--- config.mk ---
export PLATFORM = sky130hd
export DESIGN_NAME = weighted_random_selector_unit
export DESIGN_NICKNAME = d
export VERILOG_FILES = /design/src/rtl/core/wrs_pkg.sv /design/src/rtl/core/wrs_table.sv /design/src/rtl/core/wrs_alu.sv /design/src/rtl/core/wrs_seq.sv /design/src/rtl/core/weighted_random_selector_unit.sv
export SDC_FILE = /design/constraint.sdc
export NUM_CORES = 1
export LEC_CHECK = 0
export BUFFER_PORTS_ARGS = -buffer_cell sky130_fd_sc_hd__buf_2
export CAP_MARGIN = 0
export CORE_ASPECT_RATIO = 0.5
export CORE_UTILIZATION = 45
export CTS_CLUSTER_DIAMETER = 150
export DETAILED_ROUTE_END_ITERATION = 7
export HOLD_SLACK_MARGIN = 0.08
export PLACE_DENSITY = 0.63
export SYNTH_ARGS = -nofsm -noshare
export SYNTH_HDL_FRONTEND = slang
export SYNTH_HIERARCHICAL = 1
export SYNTH_SLANG_ARGS = --single-unit
--- constraint.sdc ---
create_clock -name clk -period 6.6 [get_ports clk]
set_input_delay 0 -clock clk [delete_from_list [all_inputs] [get_ports clk]]
set_output_delay 0 -clock clk [all_outputs]
set_load 0.03 [all_outputs]
--- src/rtl/core/wrs_pkg.sv ---
// Shared constants and types for the weighted random selector.
// Used by every module under rtl/core; depends on nothing.
package wrs_pkg;

	localparam int MAX_ENTRIES = 16;
	localparam int WEIGHT_BITS = 16;
	localparam int RAND_BITS   = 16;

	localparam int IDX_W = $clog2(MAX_ENTRIES);
	localparam int CNT_W = IDX_W + 1;
	localparam int TOT_W = WEIGHT_BITS + IDX_W;
	localparam int PRD_W = RAND_BITS + TOT_W;

	localparam logic OP_WRITE = 1'b0;
	localparam logic OP_DRAW  = 1'b1;

	localparam logic REG_COUNT_IN_USE = 1'b0;

	typedef struct packed {
		logic                   en;
		logic [IDX_W-1:0]       addr;
		logic [WEIGHT_BITS-1:0] data;
	} tbl_wr_t;

endpackage

--- src/rtl/core/wrs_table.sv ---
// Weight table: one write port, one read port, cleared to zero at reset.
// Depends on wrs_pkg.
module wrs_table (
	input  logic                           clk,
	input  logic                           arst_n,
	input  wrs_pkg::tbl_wr_t               wr,
	input  logic [wrs_pkg::IDX_W-1:0]       rd_addr,
	output logic [wrs_pkg::WEIGHT_BITS-1:0] rd_data
);
	import wrs_pkg::*;

	logic [WEIGHT_BITS-1:0] mem_q [MAX_ENTRIES];

	always_ff @(posedge clk or negedge arst_n) begin
		if (!arst_n) begin
			for (int i = 0; i < MAX_ENTRIES; i++) begin
				mem_q[i] <= '0;
			end
		end else if (wr.en) begin
			mem_q[wr.addr] <= wr.data;
		end
	end

	assign rd_data = mem_q[rd_addr];

endmodule

--- src/rtl/core/wrs_alu.sv ---
// Shared adder and comparator used by both the sum pass and the scan pass.
// Depends on wrs_pkg.
module wrs_alu (
	input  logic [wrs_pkg::TOT_W-1:0]       acc,
	input  logic [wrs_pkg::WEIGHT_BITS-1:0] weight,
	input  logic [wrs_pkg::TOT_W-1:0]       scaled,
	output logic [wrs_pkg::TOT_W-1:0]       sum,
	output logic                            hit
);
	import wrs_pkg::*;

	assign sum = acc + TOT_W'(weight);
	assign hit = (scaled < sum);

endmodule

--- src/rtl/core/wrs_seq.sv ---
// Draw sequencer: sums the weights in use, scales the random word, then scans.
// Depends on wrs_pkg and wrs_alu; drives the wrs_table ports.
module wrs_seq (
	input  logic                            clk,
	input  logic                            arst_n,
	input  logic                            start,
	input  logic                            op,
	input  logic [wrs_pkg::IDX_W-1:0]       entry_index,
	input  logic [wrs_pkg::WEIGHT_BITS-1:0] weight_value,
	input  logic [wrs_pkg::RAND_BITS-1:0]   random_word,
	input  logic [wrs_pkg::CNT_W-1:0]       count,
	output logic                            busy,
	output wrs_pkg::tbl_wr_t                tbl_wr,
	output logic [wrs_pkg::IDX_W-1:0]       rd_addr,
	input  logic [wrs_pkg::WEIGHT_BITS-1:0] rd_data,
	output logic                            done,
	output logic [wrs_pkg::IDX_W-1:0]       chosen_index,
	output logic                            no_choice
);
	import wrs_pkg::*;

	localparam logic [1:0] ST_IDLE = 2'd0;
	localparam logic [1:0] ST_SUM  = 2'd1;
	localparam logic [1:0] ST_MUL  = 2'd2;
	localparam logic [1:0] ST_SCAN = 2'd3;

	logic [1:0]           state_q;
	logic [CNT_W-1:0]     idx_q;
	logic [CNT_W-1:0]     n_q;
	logic [TOT_W-1:0]     acc_q;
	logic [TOT_W-1:0]     scaled_q;
	logic [RAND_BITS-1:0] rand_q;
	logic                 done_q;
	logic [IDX_W-1:0]     chosen_q;
	logic                 no_choice_q;

	logic                 accept;
	logic [CNT_W-1:0]     n_sat;
	logic [TOT_W-1:0]     sum;
	logic                 hit;
	logic [PRD_W-1:0]     prod;

	assign accept  = start && (state_q == ST_IDLE);
	assign busy    = (state_q != ST_IDLE);
	assign n_sat   = (count > CNT_W'(MAX_ENTRIES)) ? CNT_W'(MAX_ENTRIES) : count;
	assign rd_addr = idx_q[IDX_W-1:0];
	assign prod    = PRD_W'(rand_q) * PRD_W'(acc_q);

	always_comb begin
		tbl_wr.en   = accept && (op == OP_WRITE) &&
		              (CNT_W'(entry_index) < CNT_W'(MAX_ENTRIES));
		tbl_wr.addr = entry_index;
		tbl_wr.data = weight_value;
	end

	wrs_alu u_alu (
		.acc    (acc_q),
		.weight (rd_data),
		.scaled (scaled_q),
		.sum    (sum),
		.hit    (hit)
	);

	always_ff @(posedge clk or negedge arst_n) begin
		if (!arst_n) begin
			state_q <= ST_IDLE;
			idx_q   <= '0;
			n_q     <= '0;
			done_q  <= 1'b0;
		end else begin
			done_q <= 1'b0;
			case (state_q)
				ST_IDLE: begin
					if (accept && (op == OP_DRAW)) begin
						idx_q   <= '0;
						n_q     <= n_sat;
						state_q <= ST_SUM;
					end
				end
				ST_SUM: begin
					if (idx_q == n_q) begin
						state_q <= ST_MUL;
					end else begin
						idx_q <= idx_q + 1'b1;
					end
				end
				ST_MUL: begin
					idx_q <= '0;
					if (acc_q == '0) begin
						done_q  <= 1'b1;
						state_q <= ST_IDLE;
					end else begin
						state_q <= ST_SCAN;
					end
				end
				ST_SCAN: begin
					// last entry in use also ends the scan
					if (hit || (idx_q == n_q - 1'b1)) begin
						done_q  <= 1'b1;
						state_q <= ST_IDLE;
					end else begin
						idx_q <= idx_q + 1'b1;
					end
				end
				default: begin
					state_q <= ST_IDLE;
				end
			endcase
		end
	end

	always_ff @(posedge clk) begin
		case (state_q)
			ST_IDLE: begin
				acc_q <= '0;
				if (accept) begin
					rand_q <= random_word;
				end
			end
			ST_SUM: begin
				if (idx_q != n_q) begin
					acc_q <= sum;
				end
			end
			ST_MUL: begin
				scaled_q    <= prod[RAND_BITS +: TOT_W];
				acc_q       <= '0;
				no_choice_q <= (acc_q == '0);
				chosen_q    <= '0;
			end
			ST_SCAN: begin
				acc_q    <= sum;
				chosen_q <= idx_q[IDX_W-1:0];
			end
			default: begin
				acc_q <= '0;
			end
		endcase
	end

	assign done         = done_q;
	assign chosen_index = chosen_q;
	assign no_choice    = no_choice_q;

	a_done_single: assert property (@(posedge clk) disable iff (!arst_n)
		done_q |=> !done_q)
		else $error("result strobe held longer than one cycle");

	a_done_idle: assert property (@(posedge clk) disable iff (!arst_n)
		done_q |-> (state_q == ST_IDLE))
		else $error("result strobe while a draw is still running");

	a_scan_range: assert property (@(posedge clk) disable iff (!arst_n)
		(state_q == ST_SCAN) |-> (idx_q < n_q))
		else $error("scan index past the entries in use");

	a_sum_range: assert property (@(posedge clk) disable iff (!arst_n)
		(state_q == ST_SUM) |-> (idx_q <= n_q))
		else $error("sum index past the entries in use");

endmodule

--- src/rtl/core/weighted_random_selector_unit.sv ---
// Weighted random selector: roulette-wheel pick over a table of weights.
// Depends on wrs_pkg, wrs_table, wrs_seq (which holds wrs_alu).
//
// Usage:
//   Items enter on start while busy is low. op = 0 writes weight_value into
//   entry entry_index without raising busy and gives no result. op = 1 is a draw:
//   the first count_in_use weights (capped at 16) are summed, random_word is
//   scaled by the total, and the first entry whose running sum exceeds the
//   scaled value is picked.
//   A draw whose total is zero skips the scan and sets no_choice.
//   One adder and comparator walk the table one entry per cycle, twice.
//   The result shows on chosen_index / no_choice with done high for exactly
//   one cycle, in the same cycle that busy falls; the receiver cannot stall it,
//   and a new item may start in that same cycle.
//   count_in_use sits at APB byte address 0; write it only while idle.
//   Reset clears every weight to zero and sets count_in_use to 16.
module weighted_random_selector_unit (
	input  logic                            clk,
	input  logic                            arst_n,
	input  logic                            start,
	output logic                            busy,
	input  logic                            op,
	input  logic [wrs_pkg::IDX_W-1:0]       entry_index,
	input  logic [wrs_pkg::WEIGHT_BITS-1:0] weight_value,
	input  logic [wrs_pkg::RAND_BITS-1:0]   random_word,
	output logic                            done,
	output logic [wrs_pkg::IDX_W-1:0]       chosen_index,
	output logic                            no_choice,
	input  logic                            psel,
	input  logic                            penable,
	input  logic                            pwrite,
	input  logic [2:0]                      paddr,
	input  logic [31:0]                     pwdata,
	output logic [31:0]                     prdata,
	output logic                            pready
);
	import wrs_pkg::*;

	logic [CNT_W-1:0]       count_q;
	logic                   reg_wr;
	tbl_wr_t                tbl_wr;
	logic [IDX_W-1:0]       rd_addr;
	logic [WEIGHT_BITS-1:0] rd_data;

	assign pready = 1'b1;
	assign reg_wr = psel && penable && pwrite && pready && (paddr[2] == REG_COUNT_IN_USE);

	always_ff @(posedge clk or negedge arst_n) begin
		if (!arst_n) begin
			count_q <= CNT_W'(MAX_ENTRIES);
		end else if (reg_wr) begin
			count_q <= pwdata[CNT_W-1:0];
		end
	end

	assign prdata = (paddr[2] == REG_COUNT_IN_USE) ? 32'(count_q) : '0;

	wrs_table u_table (
		.clk     (clk),
		.arst_n  (arst_n),
		.wr      (tbl_wr),
		.rd_addr (rd_addr),
		.rd_data (rd_data)
	);

	wrs_seq u_seq (
		.clk          (clk),
		.arst_n       (arst_n),
		.start        (start),
		.op           (op),
		.entry_index  (entry_index),
		.weight_value (weight_value),
		.random_word  (random_word),
		.count        (count_q),
		.busy         (busy),
		.tbl_wr       (tbl_wr),
		.rd_addr      (rd_addr),
		.rd_data      (rd_data),
		.done         (done),
		.chosen_index (chosen_index),
		.no_choice    (no_choice)
	);

endmodule
# Word level (Yosys, flattened, before mapping)
# Cells that the tools add are included.
# W data, S select, Z words.
# totals
ff_bits	335
input_bits	78
out_inout_bits	40
word_cells	91
# op_classes
addsub	3
n_mul	1
n_lt_le_gt_ge	5
eq_ne	12
n_mux	23
n_bitwise	4
reduce_logical	17
# ops
cell	count
$bwmux W256	1
$bmux W16 S4	1
$demux W16 S4	1
$pmux W20 S3	1
$mux W16	3
$mul A16 B20 Y36	1
$mux W5	5
$add A20 B16 Y20	1
$logic_not A20 Y1	1
$lt A20 B20 Y1	1
$mux W20	1
$pmux W5 S4	1
$eq A5 B5 Y1	2
$ge A5 B5 Y1 const B	2
$not A4 Y5	2
$mux W2	4
$pmux W2 S4	1
$pmux W4 S2	1
$logic_and A1 B1 Y1	7
$ne A2 B1 Y1 const B	3
$ne A2 B2 Y1 const B	3
$reduce_and A3 Y1	2
$add A5 B1 Y5 const B	1
$gt A5 B5 Y1 const B	1
other kinds (13)	18

# Logic depth before layout (Yosys ltp)
# Gate-level depths: netlist of the first run.
# logic_depth
depth_word	9
ltp_mapped	23
mapped_depth_nobuf	20

# Cells and area by module
# The synthesis of the first run kept the hierarchy.
# by_module_without_submodules
module	n_inst	cells_per_inst	area_each_um2	seq_area_each_um2
wrs_seq	1	1457	13590.5	2157.1
wrs_table	1	712	11607.4	6406.1
wrs_alu	1	203	1534.0	0.0
weighted_random_selector_unit	1	46	467.9	126.4

# Worst setup path after synthesis of the first run
# OpenSTA, ideal clock, no wires.
# synth_path
path_kind	reg-to-reg
from	register u_seq.acc_q[17]
to	register u_seq.scaled_q[19] (data pin)
setup_time_ps	135
t_arrival_ps	5697
required_time_ps	6465
slack_ps	768
stages_incl_launch_ff	21
n_path_buf	3
period_less_slack_ps	5832
cell_sequence	edfxtp_1 > clkbuf_1 > clkbuf_1 > nand2_1 > fa_1 > fa_1 > fa_1 > inv_1 > fa_1 > fa_1 > inv_1 > fa_1 > inv_1 > ha_1 > buf_2 > nand4_1 > nor2_1 > a32oi_1 > o221ai_1 > or4b_1 > nand3_1
# synth_between
elab_chain_len	1
# synth_lines
element	line	source
start, declared	wrs_seq.sv:30	logic [TOT_W-1:0] acc_q;
start signal, assigned	wrs_seq.sv:122	acc_q <= sum;
start signal, assigned	wrs_seq.sv:132	acc_q <= sum;
$mul A16 B20 Y36	wrs_seq.sv:47	assign prod = PRD_W'(rand_q) * PRD_W'(acc_q);
net u_seq.prod[35]	wrs_seq.sv:41	logic [PRD_W-1:0] prod;
end signal, assigned	wrs_seq.sv:126	scaled_q <= prod[RAND_BITS +: TOT_W];
end, declared	wrs_seq.sv:31	logic [TOT_W-1:0] scaled_q;
# The timed path passes the listed nets, and every way through them passes these cells.
# A chain may end at the register's enable or synchronous reset.

# Final worst setup path of the first run
# layout_path
from	register u_seq.acc_q[6]
to	register u_seq.scaled_q[19] (data pin)
# Same word-level chain as after synthesis.

==> impl_metrics.json, run 1 <==
{
  "outcome": "completed",
  "start_util_pct": 45.70,
  "worst_pin_slew_ns": 1.167,
  "track_usage_pct": 21.24,
  "slowest_stage": "edfxtp_1",
  "rsz0062_at_grt": "no",
  "die_w_um": 349.7,
  "layout.nets": 2941,
  "crit_arrival_ns": 6.68,
  "cp_common_cell": "fa_1",
  "finalHoldViolCount": 0,
  "grt_pass1_wl_um": 102900,
  "clock-root-buffer": "clkbuf_16",
  "path_class": "flip-flop to flip-flop",
  "cts_made_buffers": 37,
  "clk_pin_slew_ns": 0.06,
  "max_slew_margin_pct": 22.20,
  "fmax_ghz": 0.1595,
  "async_flop_share_pct": 81.79,
  "synth_edf_count": 61,
  "drc": 0,
  "synth-main-ff-cell": "dfrtp_1",
  "finalClockSkew_ns": 0.02022,
  "final_cell_area_um2": 30010,
  "first_pass_iters": 5,
  "place_area_um2": 28240,
  "setup-tns-final_ns": 0,
  "cpLargestDelayFamily": "adder cells",
  "clk_path_buf_depth": 3,
  "vias_per_cell": 5.359,
  "port_buffers": 60,
  "final_cell_mix": "300 x inv_1, 271 x dfrtp_1, 254 x mux2_2",
  "finalCriticalPeriod_ns": 6.271,
  "seq_area_frac_synth_pct": 31.95,
  "clk_latency_ns": 0.55,
  "grt_max_degree": 192,
  "gp_congestion": 0.9325,
  "fp.dieArea_um2": 61490,
  "synth_area_um2": 27200,
  "multi_input_area_um2": 16480,
  "layout-drive-gt1-share_pct": 22.62,
  "finalCritPeriodShare_pct": 95.01,
  "crit_path_max_incr_delay_ns": 0.80,
  "hpwl_um": 44960,
  "syn2layout_area_growth_pct": 10.34,
  "crit_path_end_kind": "flip-flop",
  "path_cells": "nand2_1 > fa_1 > inv_1 > fa_1 > inv_1 > fa_1 > inv_1 > fa_1 > fa_1 > inv_1 > fa_1 > inv_1 > ha_1 > a21oi_1 > o21ai_0 > a32oi_1 > o221ai_1 > buf_4 > or4b_1 > nand3_1",
  "ant_nets": 0,
  "overflow": 0,
  "setup_viol": 0,
  "coreArea_um2": 59510,
  "synth_cell_types": 91,
  "synth_seq_cells": 335,
  "fillers": 5280,
  "first_global_vias": 18444,
  "cts_tree": "built",
  "io-pin-count": 118,
  "worst-path-max-fanout": 11,
  "final_common_cell": "inv_1",
  "clkSinkCount": 335,
  "h-tree-depth": 2,
  "antenna_found_initial": 1,
  "cp.required_ns": 7.01,
  "finalWirelength_um": 62800,
  "syn_area_per_cell_um2": 11.25,
  "path_buf_inv": 6,
  "rows": 63,
  "drv_slew": 0,
  "startpoint_type": "flip-flop",
  "yosysWarnings": 6,
  "ff_latch_area_um2": 8695,
  "die_y_um": 175.8,
  "drt_iter0_markers": 1093,
  "synthCells": 2418,
  "maxCapViolCount": 0,
  "hold_path_class": "primary input to flip-flop",
  "vias": 17743,
  "wl_per_cell_um": 18.97,
  "ctsResizeCount": 0
}
## logic make-up (layout without fill, tap and decap cells)
group | after synthesis | count (layout) | synth area share (%)
compound gates | 236 | 236 | 6.049
xor+xnor | 46 | 46 | 1.509
fa+ha+maj | 392 | 392 | 24.93
buf+inv | 495 | 549 | 7.972
flops | 335 | 335 | 31.95
mux | 332 | 332 | 16.51
other cells | 2 | 29 | 0.02761
simple gates | 580 | 580 | 11.05
## through the flow
step / utilization [%] / setup slack [ns] / instances / hold slack [ns]
final: 50.43 / 0.3292 / 3311 / 0.1147
after global routing: 50.43 / 0.02244 / 3311 / 0.1234
after CTS: 50.37 / 0.2294 / 3307 / 0.09598
after floorplan: - / 0.7684 / 2444 / -0.2956
after detailed placement: 47.46 / 0.2916 / 3193 / 0.04615
after global placement: 47.46 / 0.3077 / 3193 / 0.04231
## final cells by class
class	instances	share of cell area, %
Tap cell	812	3.385
Multi-Input combinational cell	1614	54.93
Clock inverter	17	0.6295
Clock buffer	49	3.539
Inverter	301	3.765
Sequential cell	335	28.97
Timing Repair Buffer	182	4.778
Antenna cell	1	0.008338
## registers in the layout, indices dropped and copies added, names as in the netlist
register / flops
u_table/mem_q: 256
u_seq/acc_q: 20
u_seq/scaled_q: 20
u_seq/rand_q: 16
count_q: 5
u_seq/idx_q: 5
u_seq/n_q: 5
u_seq/chosen_index: 4
u_seq/state_q: 2
u_seq/done: 1
u_seq/no_choice: 1
## synth_stat cells, types with 35 or more instances
| library cell | count | share of area (%) |
|---|---|---|
| inv_1 | 300 | 4.1 |
| dfrtp_1 | 273 | 25 |
| mux2_2 | 254 | 11 |
| fa_1 | 250 | 18 |
| nand2_1 | 243 | 3.4 |
| and2_1 | 181 | 4.2 |
| ha_1 | 142 | 6.5 |
| clkbuf_1 | 91 | 1.3 |
| mux4_2 | 64 | 5.3 |
| edfxtp_1 | 61 | 6.7 |
| buf_4 | 58 | 1.6 |
| a21oi_1 | 53 | 0.98 |
| buf_2 | 36 | 0.66 |
| o21ai_0 | 35 | 0.64 |
## worst reg2reg max path, stage by stage, from the launching register on
cell and delay, ns:
edfxtp_1 0.80, nand2_1 0.18, fa_1 0.54, inv_1 0.05, fa_1 0.51, inv_1 0.06, fa_1 0.54, inv_1 0.05
fa_1 0.48, fa_1 0.51, inv_1 0.05, fa_1 0.47, inv_1 0.04, ha_1 0.34, a21oi_1 0.19, o21ai_0 0.12
a32oi_1 0.25, o221ai_1 0.18, buf_4 0.18, or4b_1 0.51, nand3_1 0.09
## layer usage
metal  GRT usage, %  up-vias  part of all wire (%)
met3          2.467       74                   3.6
li1               -     8126                     -
met1          29.38     9225                    46
met4          4.514        0                   1.8
met5              0        -                     0
met2          36.07      318                    49
## path summary, 6_finish.rpt
path	cells past startpoint	endpoint	slack, ns	startpoint
worst max-delay path	20	u_seq/scaled_q[19]	0.33	u_seq/acc_q[6]
worst min-delay path	4	u_seq/state_q[0]	0.11	start
worst max register to register	20	u_seq/scaled_q[19]	0.33	u_seq/acc_q[6]
worst min register to register	1	u_table/mem_q[75]	0.50	u_table/mem_q[75]
max in group asynchronous	4	u_table/mem_q[203]	4.57	arst_n
min in group asynchronous	3	u_seq/n_q[4]	0.57	arst_n
## repair_timing
action                                  in CTS  in global routing
endpoints found under the setup margin       0                  3
hold buffers                                48                  0
buffers inserted                             0                  3
endpoints found under the hold margin      364                  0
Power of run 1 is left out: the tool's default activity adds up to more than one toggle a clock period on the data nets, which glitch-free logic cannot reach.
==> run 2: changes to the inputs <==
--- a/config.mk
+++ b/config.mk
@@ -12,7 +12,7 @@
 export CTS_CLUSTER_DIAMETER = 150
 export DETAILED_ROUTE_END_ITERATION = 7
 export HOLD_SLACK_MARGIN = 0.08
-export PLACE_DENSITY = 0.63
+export PLACE_DENSITY_LB_ADDON = 0.1
 export SYNTH_ARGS = -nofsm -noshare
 export SYNTH_HDL_FRONTEND = slang
 export SYNTH_HIERARCHICAL = 1
==> run 2 against run 1 <==
  * Global-route usage grew 1.3 points
  * Sequential share of layout area grew 0.068 points
  * Clock-buffer cell count rose by 2
==> impl_metrics.json, run 2 (synthesis results as in run 1) <==
{
  "finalCriticalPeriod_ns": 6.324,
  "rsz0062_at_grt": "no",
  "setup_viol": 0,
  "largest-register": "u_table/mem_q",
  "ff_latch_area_um2": 8697,
  "clk_path_buf_depth": 3,
  "layout.nets": 2955,
  "ant_nets": 0,
  "rr_startpoint": "u_seq/acc_q[8]",
  "top_regs": "u_table/mem_q: 256 flops, u_seq/acc_q: 20 flops, u_seq/scaled_q: 20 flops",
  "r2r_slack_ns": 0.28,
  "coreArea_um2": 59510,
  "fp.dieArea_um2": 61490,
  "crit_arrival_ns": 6.59,
  "crit_path_end_kind": "flip-flop",
  "h-tree-depth": 2,
  "syn2layout_area_growth_pct": 10.12,
  "finalClockSkew_ns": 0.03243,
  "wl_per_cell_um": 19.91,
  "timing.rr.end": "u_seq/scaled_q[16]",
  "worst-path-max-fanout": 14,
  "cts_hold_buf": 46,
  "track_usage_pct": 22.55,
  "hold_path_class": "primary input to asynchronous set/reset pin",
  "vias_per_cell": 5.265,
  "startpoint_type": "flip-flop",
  "finalCritPeriodShare_pct": 95.83,
  "antenna_found_initial": 3,
  "r2r_cells": 18,
  "cts_tree": "built",
  "drc": 0,
  "multi_input_area_um2": 16490,
  "worst_pin_slew_ns": 1.170,
  "cp-endpoint": "u_seq/scaled_q[16]",
  "overflow": 0,
  "outcome": "completed",
  "die_w_um": 349.7,
  "gp_congestion": 0.8765,
  "clk_pin_slew_ns": 0.06,
  "port_buffers": 60,
  "clkSinkCount": 335,
  "drv_slew": 0,
  "clk_latency_ns": 0.55,
  "setup-tns-final_ns": 0,
  "finalWirelength_um": 66170,
  "cts_made_buffers": 35,
  "cp.required_ns": 6.87,
  "io-pin-count": 118,
  "crit_start": "u_seq/acc_q[8]",
  "post-cts-setup-buffer-count": 0,
  "first_global_vias": 18596,
  "max_slew_margin_pct": 22.02,
  "layout-drive-gt1-share_pct": 22.94,
  "final_cell_mix": "300 x inv_1, 271 x dfrtp_1, 254 x mux2_2",
  "rows": 63,
  "maxCapViolCount": 0,
  "grt_pass1_wl_um": 108000,
  "vias": 17497,
  "hpwl_um": 47750,
  "die_y_um": 175.8,
  "start_util_pct": 45.70,
  "first_pass_iters": 5,
  "drt_iter0_markers": 766,
  "finalHoldViolCount": 0,
  "final_common_cell": "inv_1",
  "path_class": "flip-flop to flip-flop",
  "grt_max_degree": 161,
  "ctsResizeCount": 0,
  "fmax_ghz": 0.1581,
  "fillers": 5415,
  "largest_reg_flops": 256,
  "clock-root-buffer": "clkbuf_16",
  "holdWs_ns": 0.06127
}
run 2: stage by stage:
stage	instance area [um2]	utilization, %	cells	worst slack [ns]
floorplan	27300	-	2444	0.7684
global placement	28370	47.67	3214	0.3805
detailed placement	28370	47.67	3214	0.3765
CTS	29940	50.31	3319	0.2714
global route	29940	50.31	3320	0.03661
finish	29950	50.33	3323	0.2755
run 2: cell type report:
type,count,share of cell area [%]
clock buffer,51,3.426
tap,812,3.392
clock inverter,8,0.2799
inverter,301,3.772
antenna,4,0.03342
timing repair buffer,198,5.005
multi-input combinational,1614,55.05
sequential,335,29.04
run 2: critical path, stage by stage, from the launching register on:
cell and delay, ns:
edfxtp_1 0.79, buf_4 0.25, nand2_1 0.07, fa_1 0.53
inv_1 0.05, fa_1 0.55, fa_1 0.46, fa_1 0.51
fa_1 0.51, inv_1 0.05, fa_1 0.48, inv_1 0.04
ha_1 0.36, a21o_1 0.22, o21bai_1 0.16, a31oi_1 0.27
o2111ai_1 0.25, a221oi_1 0.39, xnor2_1 0.12
run 2: metal layers:
| layer | vias to the layer above | GRT usage, % | share of wire, % |
|---|---|---|---|
| li1 | 8146 | - | - |
| met1 | 9047 | 33.14 | 49 |
| met2 | 239 | 36.96 | 46 |
| met3 | 65 | 1.885 | 2.7 |
| met4 | 0 | 3.874 | 1.5 |
| met5 | - | 0 | 0 |
run 2: worst min path at each step:
stage                         end  slack (ns)  cells past startpoint
6_report       u_table/mem_q[146]        0.06                      2
5_1_grt        u_table/mem_q[100]        0.11                      3
4_1_cts        u_table/mem_q[113]         0.1                      3
3_5_place_dp   u_table/mem_q[146]        0.13                      1
3_3_place_gp   u_table/mem_q[146]        0.14                      1
2_1_floorplan          count_q[0]       -0.30                      0
Power of run 2 is left out for the same reason.
